`src/hdl/mf5_pkg.sv`:
```
`timescale 1ns / 1ps
package mf5_pkg;
  localparam int MaxWidth  = 2048;
  localparam int Window    = 5;
  localparam int PixBits   = 8;
  localparam int WinCells  = Window * Window;
  localparam int StoreLines = Window - 1;
  localparam int ColBits   = $clog2(MaxWidth);
  localparam int RowBits   = 16;
  localparam int MedRank   = WinCells / 2;
  localparam int CntBits   = $clog2(WinCells + 1);

  localparam logic [0:0] RegWidth  = 1'b0;
  localparam logic [0:0] RegHeight = 1'b1;

  typedef logic [PixBits-1:0] pix_t;

  typedef struct packed {
    logic [ColBits-1:0] col;
    logic [RowBits-1:0] row;
    logic               last;
  } tag_t;
endpackage

```
`src/hdl/mf5_rank_cell.sv`:
```
`timescale 1ns / 1ps
// one stage of the rank chain: folds one window value into a running count
// of values strictly below and equal-or-below the candidate
module mf5_rank_cell (
  input  logic                  clk,
  input  logic                  en,
  input  mf5_pkg::pix_t         cand,
  input  logic [mf5_pkg::CntBits-1:0] lt_in,
  input  logic [mf5_pkg::CntBits-1:0] le_in,
  input  mf5_pkg::pix_t         other,
  output mf5_pkg::pix_t         cand_out,
  output logic [mf5_pkg::CntBits-1:0] lt_out,
  output logic [mf5_pkg::CntBits-1:0] le_out
);
  import mf5_pkg::*;
  always_ff @(posedge clk) begin
    if (en) begin
      cand_out <= cand;
      lt_out   <= lt_in + CntBits'(other < cand);
      le_out   <= le_in + CntBits'(other <= cand);
    end
  end
endmodule

```
`config.mk`:
```
export PLATFORM = sky130hd
export DESIGN_NAME = mf5_rank_cell
export DESIGN_NICKNAME = d
export VERILOG_FILES = /design/src/hdl/mf5_pkg.sv /design/src/hdl/mf5_rank_cell.sv
export SDC_FILE = /design/constraint.sdc
export NUM_CORES = 1
export LEC_CHECK = 0
export ABC_AREA = 1
export ABC_CLOCK_PERIOD_IN_PS = 3000
export BUFFER_PORTS_ARGS = -buffer_cell sky130_fd_sc_hd__clkbuf_2
export CAP_MARGIN = 30
export CORE_ASPECT_RATIO = 0.75
export CORE_MARGIN = 2
export CORE_UTILIZATION = 47
export DETAILED_ROUTE_END_ITERATION = 16
export PLACE_DENSITY = 0.89
export RECOVER_POWER = 25
export SYNTH_ARGS = -nofsm -noshare
export SYNTH_HDL_FRONTEND = slang
export SYNTH_SLANG_ARGS = --single-unit
export TNS_END_PERCENT = 20
```
`constraint.sdc`:
```
create_clock -name clk -period 3 [get_ports clk]
set_clock_uncertainty 0.05 [all_clocks]
set_input_delay 0.15 -clock clk [delete_from_list [all_inputs] [get_ports clk]]
set_output_delay 0.15 -clock clk [all_outputs]
set_load 0.02 [all_outputs]
```
==> results of run 1 <==
## Yosys cell counts
library cell  count  area share (%)
edfxtp_1         18              61
ha_1             12              17
inv_1            12             5.1
nand2_1          10             4.2
nand3_1           4             2.3
xnor2_1           4             3.9
nor2_1            2            0.85
xor2_1            2             2.0
a21o_1            1            0.85
a21oi_1           1            0.56
a21oi_2           1            0.99
nand4_1           1            0.71
nor2_2            1            0.71
## power breakdown
part / internal (uW) / leakage [uW] / switching [uW] / total, uW
Combinational: 53.9 / 0.000432 / 76.4 / 130
Sequential: 307 / 0.000176 / 6.62 / 313
Clock: 48.2 / 0.0000154 / 68.2 / 116
## stage by stage
stage / util [%] / area [um2]
2_1_floorplan: - / 887
3_3_place_gp: 64.9 / 1140
3_5_place_dp: 64.9 / 1140
4_1_cts: 69.8 / 1230
5_1_grt: 70.2 / 1230
6_report: 70.2 / 1230
## sequential cells by signal, indices dropped and copies added (netlist names)
signal	cells
cand_out	8
le_out	5
lt_out	5
## timing repair
item | in CTS | in global routing
hold endpoints to repair | 6 | 1
hold buffers | 6 | 1
endpoints found under the setup margin | 0 | 0
## critical path, delay by kind of cell
kind | cells | cell delay [ns]
buffers and inverters | 3 | 0.67
adders and majority gates | 3 | 0.65
and+or+nand+nor | 4 | 0.36
AOI/OAI and AO/OA | 1 | 0.19
xor gates and xnor gates | 1 | 0.13
## layer usage
layer | track usage [%] | wire length, um
met2 | 28.4 | 833
met1 | 16.5 | 620
met3 | 2.88 | 178
met5 | 0 | 0
met4 | 9.00 | 22
## cell type report
type	count	area (um2)	area share, %
Sequential cell	18	541	43.8
Multi-Input combinational cell	39	302	24.4
Timing Repair Buffer	52	293	23.7
Inverter	12	45.0	3.65
Tap cell	22	27.5	2.23
Clock buffer	3	22.5	1.83
Clock inverter	1	3.75	0.304
## placed cells by master, fill, tap and decap left out
cell type | Yosys | layout
xor2_1 | 2 | 2
nor2_1 | 2 | 2
clkbuf_1 | 0 | 2
nand4_1 | 1 | 1
xnor2_1 | 4 | 4
inv_1 | 12 | 12
clkinv_1 | 0 | 1
a21o_1 | 1 | 1
a21oi_2 | 1 | 1
nor2_2 | 1 | 1
clkbuf_4 | 0 | 3
dlygate4sd3_1 | 0 | 7
clkbuf_2 | 0 | 43
nand2_1 | 10 | 10
ha_1 | 12 | 12
nand3_1 | 4 | 4
edfxtp_1 | 18 | 18
a21oi_1 | 1 | 1
## kinds of logic (layout without fill, tap and decap cells)
family	count (synthesis)	in the layout	share of synthesized area [%]
XOR/XNOR	6	6	5.92
buffers and inverters	12	68	5.08
flip-flops	18	18	60.9
AO/OA/AOI/OAI	3	3	2.40
adder cells (fa/ha/maj)	12	12	16.9
AND/OR/NAND/NOR	18	18	8.75
## worst paths after layout
path                    start                    end  slack (ns)  depth (start not counted)
worst max-delay path  cand[7]    le_out[4]$_DFFE_PP_        0.86                         12
worst min-delay path  cand[0]  cand_out[0]$_DFFE_PP_        0.07                          1
==> results.rst, run 1 <==
.. list-table::
   :header-rows: 1

   * - Metric
     - Value
   * - Run status
     - finished, final reports clean
   * - Number of fillers in the final layout
     - 131
   * - Worst slew margin relative to its limit
     - a little under two fifths
   * - Number of antenna violations at the first check in global routing
     - 0
   * - Slowest cell on crit path
     - dlygate4sd3_1
   * - Buffer levels on the longest clock path
     - 2
   * - GRT Resource Usage Total
     - 15.8%
   * - Via count of the first global-routing pass
     - 647
   * - Cell type with the highest occurrence count on the critical path
     - ha_1
   * - Arrival time of data at the critical path endpoint
     - 2.14 ns
   * - Ports placed on the boundary
     - 46
   * - Clock transition at the registers of the reported paths
     - 0.09 ns
   * - Setup_tns
     - 0 ns
   * - Critical path startpoint category
     - input port
   * - Sum of internal, switching and leakage power
     - 560 uW
   * - Total grt overflow
     - 0
   * - Pwr per Cell Area
     - around 450 mW/mm2
   * - Number of different library cells in the post-synthesis netlist
     - 13
   * - LEAKAGE
     - approximately 0.00062 uW
   * - Instance count after placement with tap cells included
     - 136
   * - Share of synthesized area occupied by flip-flops and latches
     - 60.9%
   * - Number of cells upsized or downsized after cts
     - 0
   * - RePlAce Congestion
     - 0.695
   * - Residual antenna-violating net count after detailed routing
     - 0
   * - Worst slack after detailed placement
     - 1.10 ns
   * - Clock Root Buffer
     - clkbuf_4
   * - Slew of the pin with the lowest slew margin
     - 0.947 ns
   * - Net count of the finished layout
     - around 170
   * - MaxCap Viol Count
     - 0
   * - Crit path max fanout
     - 2
   * - Area of the die
     - 0.00225 mm2
   * - Vias after detailed routing
     - 699
   * - Series of cell instances along the critical path
     - dlygate4sd3_1, clkbuf_2, inv_1, ha_1, a21o_1, nor2_1, nand2_1, nand2_1, ha_1, ha_1, nand3_1, xnor2_1
   * - Number of port buffers
     - 45
   * - Critical Path Max Stage Delay
     - 0.52 ns
   * - Syn avg cell area
     - 12.9 um2
   * - Number of optimization iterations in the first detailed-route pass
     - 4
   * - Smallest hold slack
     - 0.0655 ns
   * - Routed Wire Length
     - 1.65 mm
   * - Max-slew violation count
     - 0
   * - Antenna fix cells
     - 0
   * - Warning count from the yosys run
     - 0
   * - Critical path data required time
     - 2.99 ns
   * - CTS tree
     - done
   * - Final period util
     - 71.5%
   * - First-pass GRT wire length
     - 2.55 mm
   * - Number of standard cells in the layout, taps in and fillers out
     - 147
   * - Cells after synthesis
     - 69
   * - Number of flip-flops and latches in the synthesized netlist
     - 18
   * - Starting density of the core
     - 50.5%
   * - Number of buffers inserted to repair setup after CTS
     - 0
   * - Maximum ir drop on the vdd rail
     - 0.241 mV
   * - Worst Hold Class
     - in -> reg
   * - Number of DRC markers after the initial detailed-route iteration
     - 4
   * - Die span in y
     - 41.6 um
   * - Smallest setup slack after layout
     - ~0.86 ns
   * - Number of remaining DRC errors
     - 0
   * - Setup-violating endpoint count in the final report
     - 0
   * - Area growth from synthesis to layout
     - 39.1%
   * - Number of endpoints with negative hold slack in the final report
     - 0
   * - Detailed-route wire length per cell
     - 11.3 um
   * - Element type at the critical path end
     - flip-flop
   * - Clock buffer count from CTS
     - 3
   * - Final Critical Period
     - 2.14 ns
   * - Maximum number of pins on one net before global-route repair
     - 19
   * - Crit Path Class
     - in -> reg
   * - Via density per instance
     - around 4.8
   * - Width of the die
     - 54.2 um
   * - Num Clock Sinks
     - 18
   * - Post-Synthesis Net Count
     - 109
   * - Highest clock rate
     - around 470 MHz
   * - Area of the placeable core
     - 0.00176 mm2
   * - Layout cells sized above 1
     - 38.4%
   * - Placement Rows
     - 13
   * - Post-synthesis cell area
     - about 900 um2
   * - CTS H-Tree Depth
     - 1
   * - RSZ-0062 raised after global routing
     - false
No activity file was read; power rests on OpenSTA's default activity.
==> run 2: changes to the inputs <==
--- a/config.mk
+++ b/config.mk
@@ -6,14 +6,14 @@
 export NUM_CORES = 1
 export LEC_CHECK = 0
 export ABC_AREA = 1
-export ABC_CLOCK_PERIOD_IN_PS = 3000
+export ABC_CLOCK_PERIOD_IN_PS = 2200
 export BUFFER_PORTS_ARGS = -buffer_cell sky130_fd_sc_hd__clkbuf_2
 export CAP_MARGIN = 30
 export CORE_ASPECT_RATIO = 0.75
 export CORE_MARGIN = 2
-export CORE_UTILIZATION = 47
+export CORE_UTILIZATION = 43
 export DETAILED_ROUTE_END_ITERATION = 16
-export PLACE_DENSITY = 0.89
+export PLACE_DENSITY = 0.83
 export RECOVER_POWER = 25
 export SYNTH_ARGS = -nofsm -noshare
 export SYNTH_HDL_FRONTEND = slang
==> constraint.sdc (replaced) <==
create_clock -name clk -period 2.2 [get_ports clk]
set_clock_uncertainty 0.05 [all_clocks]
set_input_delay 0.11 -clock clk [delete_from_list [all_inputs] [get_ports clk]]
set_output_delay 0.11 -clock clk [all_outputs]
set_load 0.02 [all_outputs]
==> run 2 against run 1 <==
Against the previous run: non-clock buffer count up 1; worst setup slack worse by 0.75 ns; total power rose by 35%; die area increased by 8.5%; final cell count increased by 1.4%; clock power grew 28%; critical endpoint unchanged.
==> results.rst, run 2 (synthesis gave the netlist of run 1 again) <==
.. list-table::
   :header-rows: 1

   * - Metric
     - Value
   * - Num Clock Sinks
     - 18 (unchanged)
   * - CTS tree
     - done
   * - Total grt overflow
     - 0 (unchanged)
   * - Ports placed on the boundary
     - 46 (unchanged)
   * - Cell type with the highest occurrence count on the critical path
     - nand2_1
   * - Critical Path Max Stage Delay
     - 0.53 ns (about the same)
   * - Register with the highest flop count
     - cand_out
   * - Element type at the critical path end
     - flip-flop
   * - Pwr per Cell Area
     - 601 mW/mm2 (+32%)
   * - Internal
     - 558 uW (+37%)
   * - Number of flip-flops in the largest register
     - 8 (unchanged)
   * - Buf+Inv Stages, Crit Path
     - 3 (unchanged)
   * - Number of optimization iterations in the first detailed-route pass
     - 4 (unchanged)
   * - Post-layout utilization of the core
     - 63.6% (-6.6 points)
   * - Slew of the pin with the lowest slew margin
     - 0.915 ns (-0.0316 ns)
   * - Final Critical Period
     - between 2 and 2.5 ns
   * - Area growth from synthesis to layout
     - 41.9%
   * - Leading registers by flop count
     - cand_out (8), le_out (5), lt_out (5)
   * - Smallest hold slack
     - 0.0778 ns (+0.0123 ns)
   * - First-pass GRT wire length
     - 2.57 mm (+0.78%)
   * - Comb power frac
     - 23.9% (+0.6 points)
   * - Area of the placeable core
     - 0.00198 mm2 (+13%)
   * - Die span in y
     - 43.3 um (+4.1%)
   * - Critical path startpoint category
     - input port
   * - Number of endpoints with negative hold slack in the final report
     - 0 (unchanged)
   * - RSZ-0062 raised after global routing
     - false
   * - Max-slew violation count
     - 0 (unchanged)
   * - RePlAce Congestion
     - 0.713 (+2.6%)
   * - Setup_tns
     - 0 ns (unchanged)
   * - Crit path max fanout
     - 2 (unchanged)
   * - Leading cell type in the layout, fill and taps excluded
     - clkbuf_2
   * - Run status
     - finished, final reports clean
   * - Routed Wire Length
     - 1.56 mm (-5.7%)
   * - Layout cells sized above 1
     - 40.8% (+2.4 points)
   * - Slowest cell on crit path
     - dlygate4sd3_1
   * - Most frequent cells in the layout
     - 44 x clkbuf_2, 18 x edfxtp_1, 12 x inv_1, 10 x nand2_1, 10 x ha_1
   * - Clock Root Buffer
     - clkbuf_4
   * - Proportion of power drawn by the clock network
     - 19.7% (-1.1 points)
   * - Via density per instance
     - 4.62 (-2.9%)
   * - Net count of the finished layout
     - 167 (+0.60%)
   * - Crit Path Class
     - in -> reg
   * - Highest clock rate
     - 477 MHz
   * - Number of port buffers
     - 45 (unchanged)
   * - Register share of total power
     - 56.4% (+0.5 points)
   * - Number of remaining DRC errors
     - 0 (unchanged)
   * - Critical path data required time
     - 2.19 ns (-0.80 ns)
   * - Worst Hold Class
     - in -> reg
   * - Number of antenna violations at the first check in global routing
     - 0 (unchanged)
   * - Detailed-route wire length per cell
     - 10.5 um (-6.9%)
   * - Maximum ir drop on the vdd rail
     - 0.345 mV (+43%)
   * - Clock buffer count from CTS
     - 3 (unchanged)
   * - Via count of the first global-routing pass
     - 641 (-0.93%)
   * - HPWL Detailed
     - 1.29 mm
   * - Placement Rows
     - 14 (+1)
   * - Antenna fix cells
     - 0 (unchanged)
   * - Number of standard cells in the layout, taps in and fillers out
     - 149 (+1.4%)
   * - Buffer levels on the longest clock path
     - 2 (unchanged)
   * - Starting density of the core
     - 44.8% (-5.7 points)
   * - Number of fillers in the final layout
     - 174 (+33%)
   * - GRT Resource Usage Total
     - 13.7% (-2.1 points)
   * - Cell area after placement
     - 0.00114 mm2 (+0.22%)
   * - Worst slew margin relative to its limit
     - 39.0% (+2.1 points)
   * - Series of cell instances along the critical path
     - dlygate4sd3_1, clkbuf_2, inv_1, ha_1, a21o_1, nor2_1, nand2_1, nand2_1, ha_2, ha_4, nand3_1, xnor2_1
   * - Number of DRC markers after the initial detailed-route iteration
     - 27 (+23)
   * - Fraction of power spent switching nets
     - 26.2% (-0.77 points)
   * - Instance count after placement with tap cells included
     - 138 (+1.5%)
   * - Arrival time of data at the critical path endpoint
     - 2.08 ns (-0.06 ns)
   * - MaxCap Viol Count
     - 0 (unchanged)
   * - Vias after detailed routing
     - 688 (-1.6%)
   * - Maximum number of pins on one net before global-route repair
     - 19 (unchanged)
   * - Kind of cell adding the most delay to the critical path
     - buffers and inverters
   * - Setup-violating endpoint count in the final report
     - 0 (unchanged)
   * - Final period util
     - a little over nine tenths
   * - CTS H-Tree Depth
     - 1 (unchanged)
   * - Width of the die
     - 56.4 um (+4.2%)
   * - Net switching power figure
     - 199 uW (+31%)
   * - LEAKAGE
     - 0.000627 uW (+0.59%)
   * - Residual antenna-violating net count after detailed routing
     - 0 (unchanged)
   * - Non-Filler Cell Area, Final
     - 0.00126 mm2 (+2.0%)
   * - Area of the die
     - 0.00245 mm2 (+8.5%)
   * - Clock transition at the registers of the reported paths
     - 0.09 ns (about the same)
-- run 2: path summary, 6_finish.rpt --
kind                  startpoint                  end  slack, ns  cells after the start
worst min-delay path    lt_in[4]  lt_out[4]$_DFFE_PP_       0.08                      2
worst max-delay path     cand[7]  le_out[4]$_DFFE_PP_       0.10                     12
-- run 2: final cells by class --
class | count | area [um2] | area share (%)
inverters | 12 | 45.0 | 3.58
clock buffers | 3 | 22.5 | 1.79
multi-input cells | 39 | 317 | 25.1
flip-flops and latches | 18 | 541 | 42.9
well taps | 24 | 30.0 | 2.39
repair buffers | 53 | 304 | 24.2
-- run 2: through the flow --
step,power [uW],worst slack [ns]
6_report,757,0.103
5_1_grt,809,0.00556
4_1_cts,768,0.0525
3_5_place_dp,604,0.294
3_3_place_gp,597,0.356
2_1_floorplan,528,0.570
-- run 2: power by group through the flow --
stage | sequential (uW) | combinational [uW] | clock, uW
after CTS | 426 | 181 | 160
after global placement | 434 | 163 | 0
final | 426 | 181 | 149
after detailed placement | 434 | 169 | 0
after global routing | 429 | 201 | 178
after floorplan | 479 | 49.3 | 0
-- run 2: repair_timing --
| item | in CTS | in global routing |
|---|---|---|
| resized for setup | 0 | 3 |
| hold endpoints to repair | 8 | 0 |
| setup buffers | 0 | 0 |
| hold buffers | 8 | 0 |
| setup endpoints to repair | 0 | 1 |
-- run 2: per-layer routing --
layer / vias up / GRT usage (%) / share of wire (%)
li1: 349 / - / -
met1: 301 / 16.4 / 42
met2: 38 / 24.0 / 49
met3: 0 / 3.58 / 8.2
met4: 0 / 5.71 / 0
met5: - / 0 / 0
==> run 3: changes to the inputs <==
--- a/config.mk
+++ b/config.mk
@@ -9,7 +9,6 @@
 export ABC_CLOCK_PERIOD_IN_PS = 2200
 export BUFFER_PORTS_ARGS = -buffer_cell sky130_fd_sc_hd__clkbuf_2
 export CAP_MARGIN = 30
-export CORE_ASPECT_RATIO = 0.75
 export CORE_MARGIN = 2
 export CORE_UTILIZATION = 43
 export DETAILED_ROUTE_END_ITERATION = 16
==> run 3 against run 2 <==
Against the previous run: utilization grew 2.5 points; hold slack about the same; total power grew 1.1%; count of clock-buffer cells in the layout stayed put; fmax shrank 0.36%; clock power barely moved; wire length increased by 0.45%; combinational power grew 4%; sequential power about the same; sequential share of layout area fell by 1.2 points; global-route usage shrank 0.19 points; final cell count rose by 2.0%; critical path type unchanged; largest power group unchanged; highest routed layer is now met4.
==> results.rst, run 3 (synthesis gave the netlist of run 1 again) <==
.. list-table::
   :header-rows: 1

   * - Metric
     - Value
   * - Run status
     - finished, final reports clean
   * - CTS H-Tree Depth
     - 1 (unchanged)
   * - Number of endpoints with negative hold slack in the final report
     - 0 (unchanged)
   * - Non-Filler Cell Area, Final
     - 0.00130 mm2 (+3.0%)
   * - Starting density of the core
     - 45.2% (+0.40 points)
   * - Sum of internal, switching and leakage power
     - 765 uW (+1.1%)
   * - Ports placed on the boundary
     - 46 (unchanged)
   * - Placement Rows
     - 16 (+2)
   * - First-pass GRT wire length
     - 2.48 mm (-3.7%)
   * - Number of DRC markers after the initial detailed-route iteration
     - 8 (-70%)
   * - Worst min-delay path startpoint
     - lt_in[4]
   * - Crit Path Class
     - in -> reg
   * - Most frequent cells in the layout
     - 44 x clkbuf_2, 18 x edfxtp_1, 12 x inv_1, 9 x nand2_1, 8 x dlygate4sd3_1
   * - Maximum number of pins on one net before global-route repair
     - 19 (unchanged)
   * - Number of optimization iterations in the first detailed-route pass
     - 4 (unchanged)
   * - HPWL Detailed
     - 1.24 mm (-3.6%)
   * - Detailed-route wire length per cell
     - 10.3 um (-1.5%)
   * - Worst Hold Class
     - in -> reg
   * - CTS tree
     - done
   * - Antenna fix cells
     - 0 (unchanged)
   * - Arrival time of data at the critical path endpoint
     - 2.09 ns (about the same)
   * - Series of cell instances along the critical path
     - dlygate4sd3_1, clkbuf_2, inv_1, ha_4, a21o_1, nor2_1, nand2_1, nand2_2, ha_2, ha_2, nand3_1, xnor2_1
   * - Worst min-delay path endpoint
     - lt_out[4]$_DFFE_PP_
   * - GRT Resource Usage Total
     - 13.6% (-0.19 points)
   * - Cell area after placement
     - 0.00115 mm2 (+0.33%)
   * - Highest clock rate
     - 475 MHz (-0.36%)
   * - Layout cells sized above 1
     - 44.8% (+4.0 points)
   * - Residual antenna-violating net count after detailed routing
     - 0 (unchanged)
   * - Via density per instance
     - 4.49 (-2.7%)
   * - Num Clock Sinks
     - 18 (unchanged)
   * - Total area of multi-input combinational cells
     - 350 um2 (+11%)
   * - Register Area
     - 541 um2 (unchanged)
   * - Number of buffers inserted to repair setup after CTS
     - 0 (unchanged)
   * - Net count of the finished layout
     - 167 (unchanged)
   * - Slowest cell on crit path
     - dlygate4sd3_1
   * - Number of standard cells in the layout, taps in and fillers out
     - 152 (+2.0%)
   * - Via count of the first global-routing pass
     - 641 (unchanged)
   * - Area of the die
     - 0.00244 mm2 (-0.15%)
   * - Critical path data required time
     - 2.18 ns (about the same)
   * - Crit path max fanout
     - 2 (unchanged)
   * - Worst slack after detailed placement
     - 0.324 ns (+0.0294 ns)
   * - Instance count after placement with tap cells included
     - 141 (+2.2%)
   * - LEAKAGE
     - 0.000626 uW (-0.15%)
   * - Number of antenna violations at the first check in global routing
     - 0 (unchanged)
   * - Max-slew violation count
     - 0 (unchanged)
   * - Number of remaining DRC errors
     - 0 (unchanged)
   * - Critical Path Max Stage Delay
     - 0.54 ns (about the same)
   * - Area of the placeable core
     - 0.00196 mm2 (-0.89%)
   * - Number of flip-flops in the largest register
     - 8 (unchanged)
   * - Register with the highest flop count
     - cand_out
   * - Buffer levels on the longest clock path
     - 2 (unchanged)
   * - Number of fillers in the final layout
     - 178 (+2.3%)
   * - Vias after detailed routing
     - 683 (-0.73%)
   * - Slew of the pin with the lowest slew margin
     - 0.949 ns (+0.0333 ns)
   * - Total grt overflow
     - 0 (unchanged)
   * - Maximum ir drop on the vdd rail
     - 0.303 mV (-12%)
   * - Routed Wire Length
     - 1.57 mm (+0.45%)
   * - Number of port buffers
     - 45 (unchanged)
   * - Area growth from synthesis to layout
     - 46.1%
   * - MaxCap Viol Count
     - 0 (unchanged)
   * - Critical path startpoint category
     - input port
   * - Clock buffer count from CTS
     - 3 (unchanged)
   * - Final Critical Period
     - 2.10 ns (+0.00768 ns)
   * - Width of the die
     - 49.4 um (-12%)
   * - Leading cell type in the layout, fill and taps excluded
     - clkbuf_2
   * - Setup-violating endpoint count in the final report
     - 0 (unchanged)
   * - Clock Root Buffer
     - clkbuf_4
   * - Worst slew margin relative to its limit
     - 36.8% (-2.2 points)
   * - Final period util
     - 95.7% (+0.35 points)
   * - Cell type with the highest occurrence count on the critical path
     - ha_2
   * - Smallest setup slack after layout
     - 0.0954 ns (-0.00768 ns)
   * - RePlAce Congestion
     - 0.708 (-0.69%)
   * - Pwr per Cell Area
     - 590 mW/mm2 (-1.9%)
   * - Clock transition at the registers of the reported paths
     - 0.09 ns (about the same)
   * - Die span in y
     - 49.4 um (+14%)
   * - Leading registers by flop count
     - cand_out (8), le_out (5), lt_out (5)
   * - Element type at the critical path end
     - flip-flop
   * - Worst hold path depth
     - 2 (unchanged)
[run 3: per-layer routing]
layer | wire [um] | up-vias | track usage [%] | share of wire (%)
met3 | 126 | 2 | 2.45 | 8.0
met2 | 776 | 34 | 23.2 | 50
met1 | 637 | 297 | 15.6 | 41
li1 | - | 350 | - | -
met4 | 27 | 0 | 8.33 | 1.7
met5 | 0 | - | 0 | 0
[run 3: repair_timing]
| item | CTS | global route |
|---|---|---|
| gates resized for setup | 0 | 7 |
| hold endpoints to repair | 8 | 0 |
| endpoints found under the setup margin | 0 | 2 |
| hold buffers | 8 | 0 |
[run 3: cell type report]
type,count,share of cell area (%)
Sequential cell,18,41.7
Tap cell,27,2.61
Multi-Input combinational cell,39,27.0
Timing Repair Buffer,53,23.5
Clock buffer,3,1.74
Inverter,12,3.47
[run 3: worst max-delay path, delay by kind of cell]
kind / cells / cell delay [ns]
buffers and inverters: 3 / 0.75
adders and majority gates: 3 / 0.56
and+or+nand+nor: 4 / 0.35
AOI/OAI and AO/OA: 1 / 0.17
xor gates and xnor gates: 1 / 0.14
[run 3: power breakdown]
group / switching [uW] / internal [uW]
clock network: 86.5 / 63.4
logic: 107 / 80.9
registers: 8.99 / 418
total: 202 / 562
[run 3: worst max-delay path by stage]
stage	startpoint	to	slack [ns]
2_1_floorplan	cand[7]	le_out[4]$_DFFE_PP_	0.57
3_3_place_gp	cand[7]	le_out[4]$_DFFE_PP_	0.37
3_5_place_dp	cand[5]	le_out[4]$_DFFE_PP_	0.32
4_1_cts	cand[5]	le_out[4]$_DFFE_PP_	0.09
5_1_grt	cand[1]	le_out[4]$_DFFE_PP_	-0.02
6_report	cand[7]	le_out[4]$_DFFE_PP_	0.1
[run 3: per-stage QoR]
stage                     setup TNS [ns]  hold WS (ns)  util, %
after floorplan                        0         0.159        -
after global placement                 0         0.254     58.4
after detailed placement               0         0.255     58.4
after CTS                              0        0.0715     63.6
after global routing             -0.0178        0.0849     66.1
final                                  0        0.0776     66.1
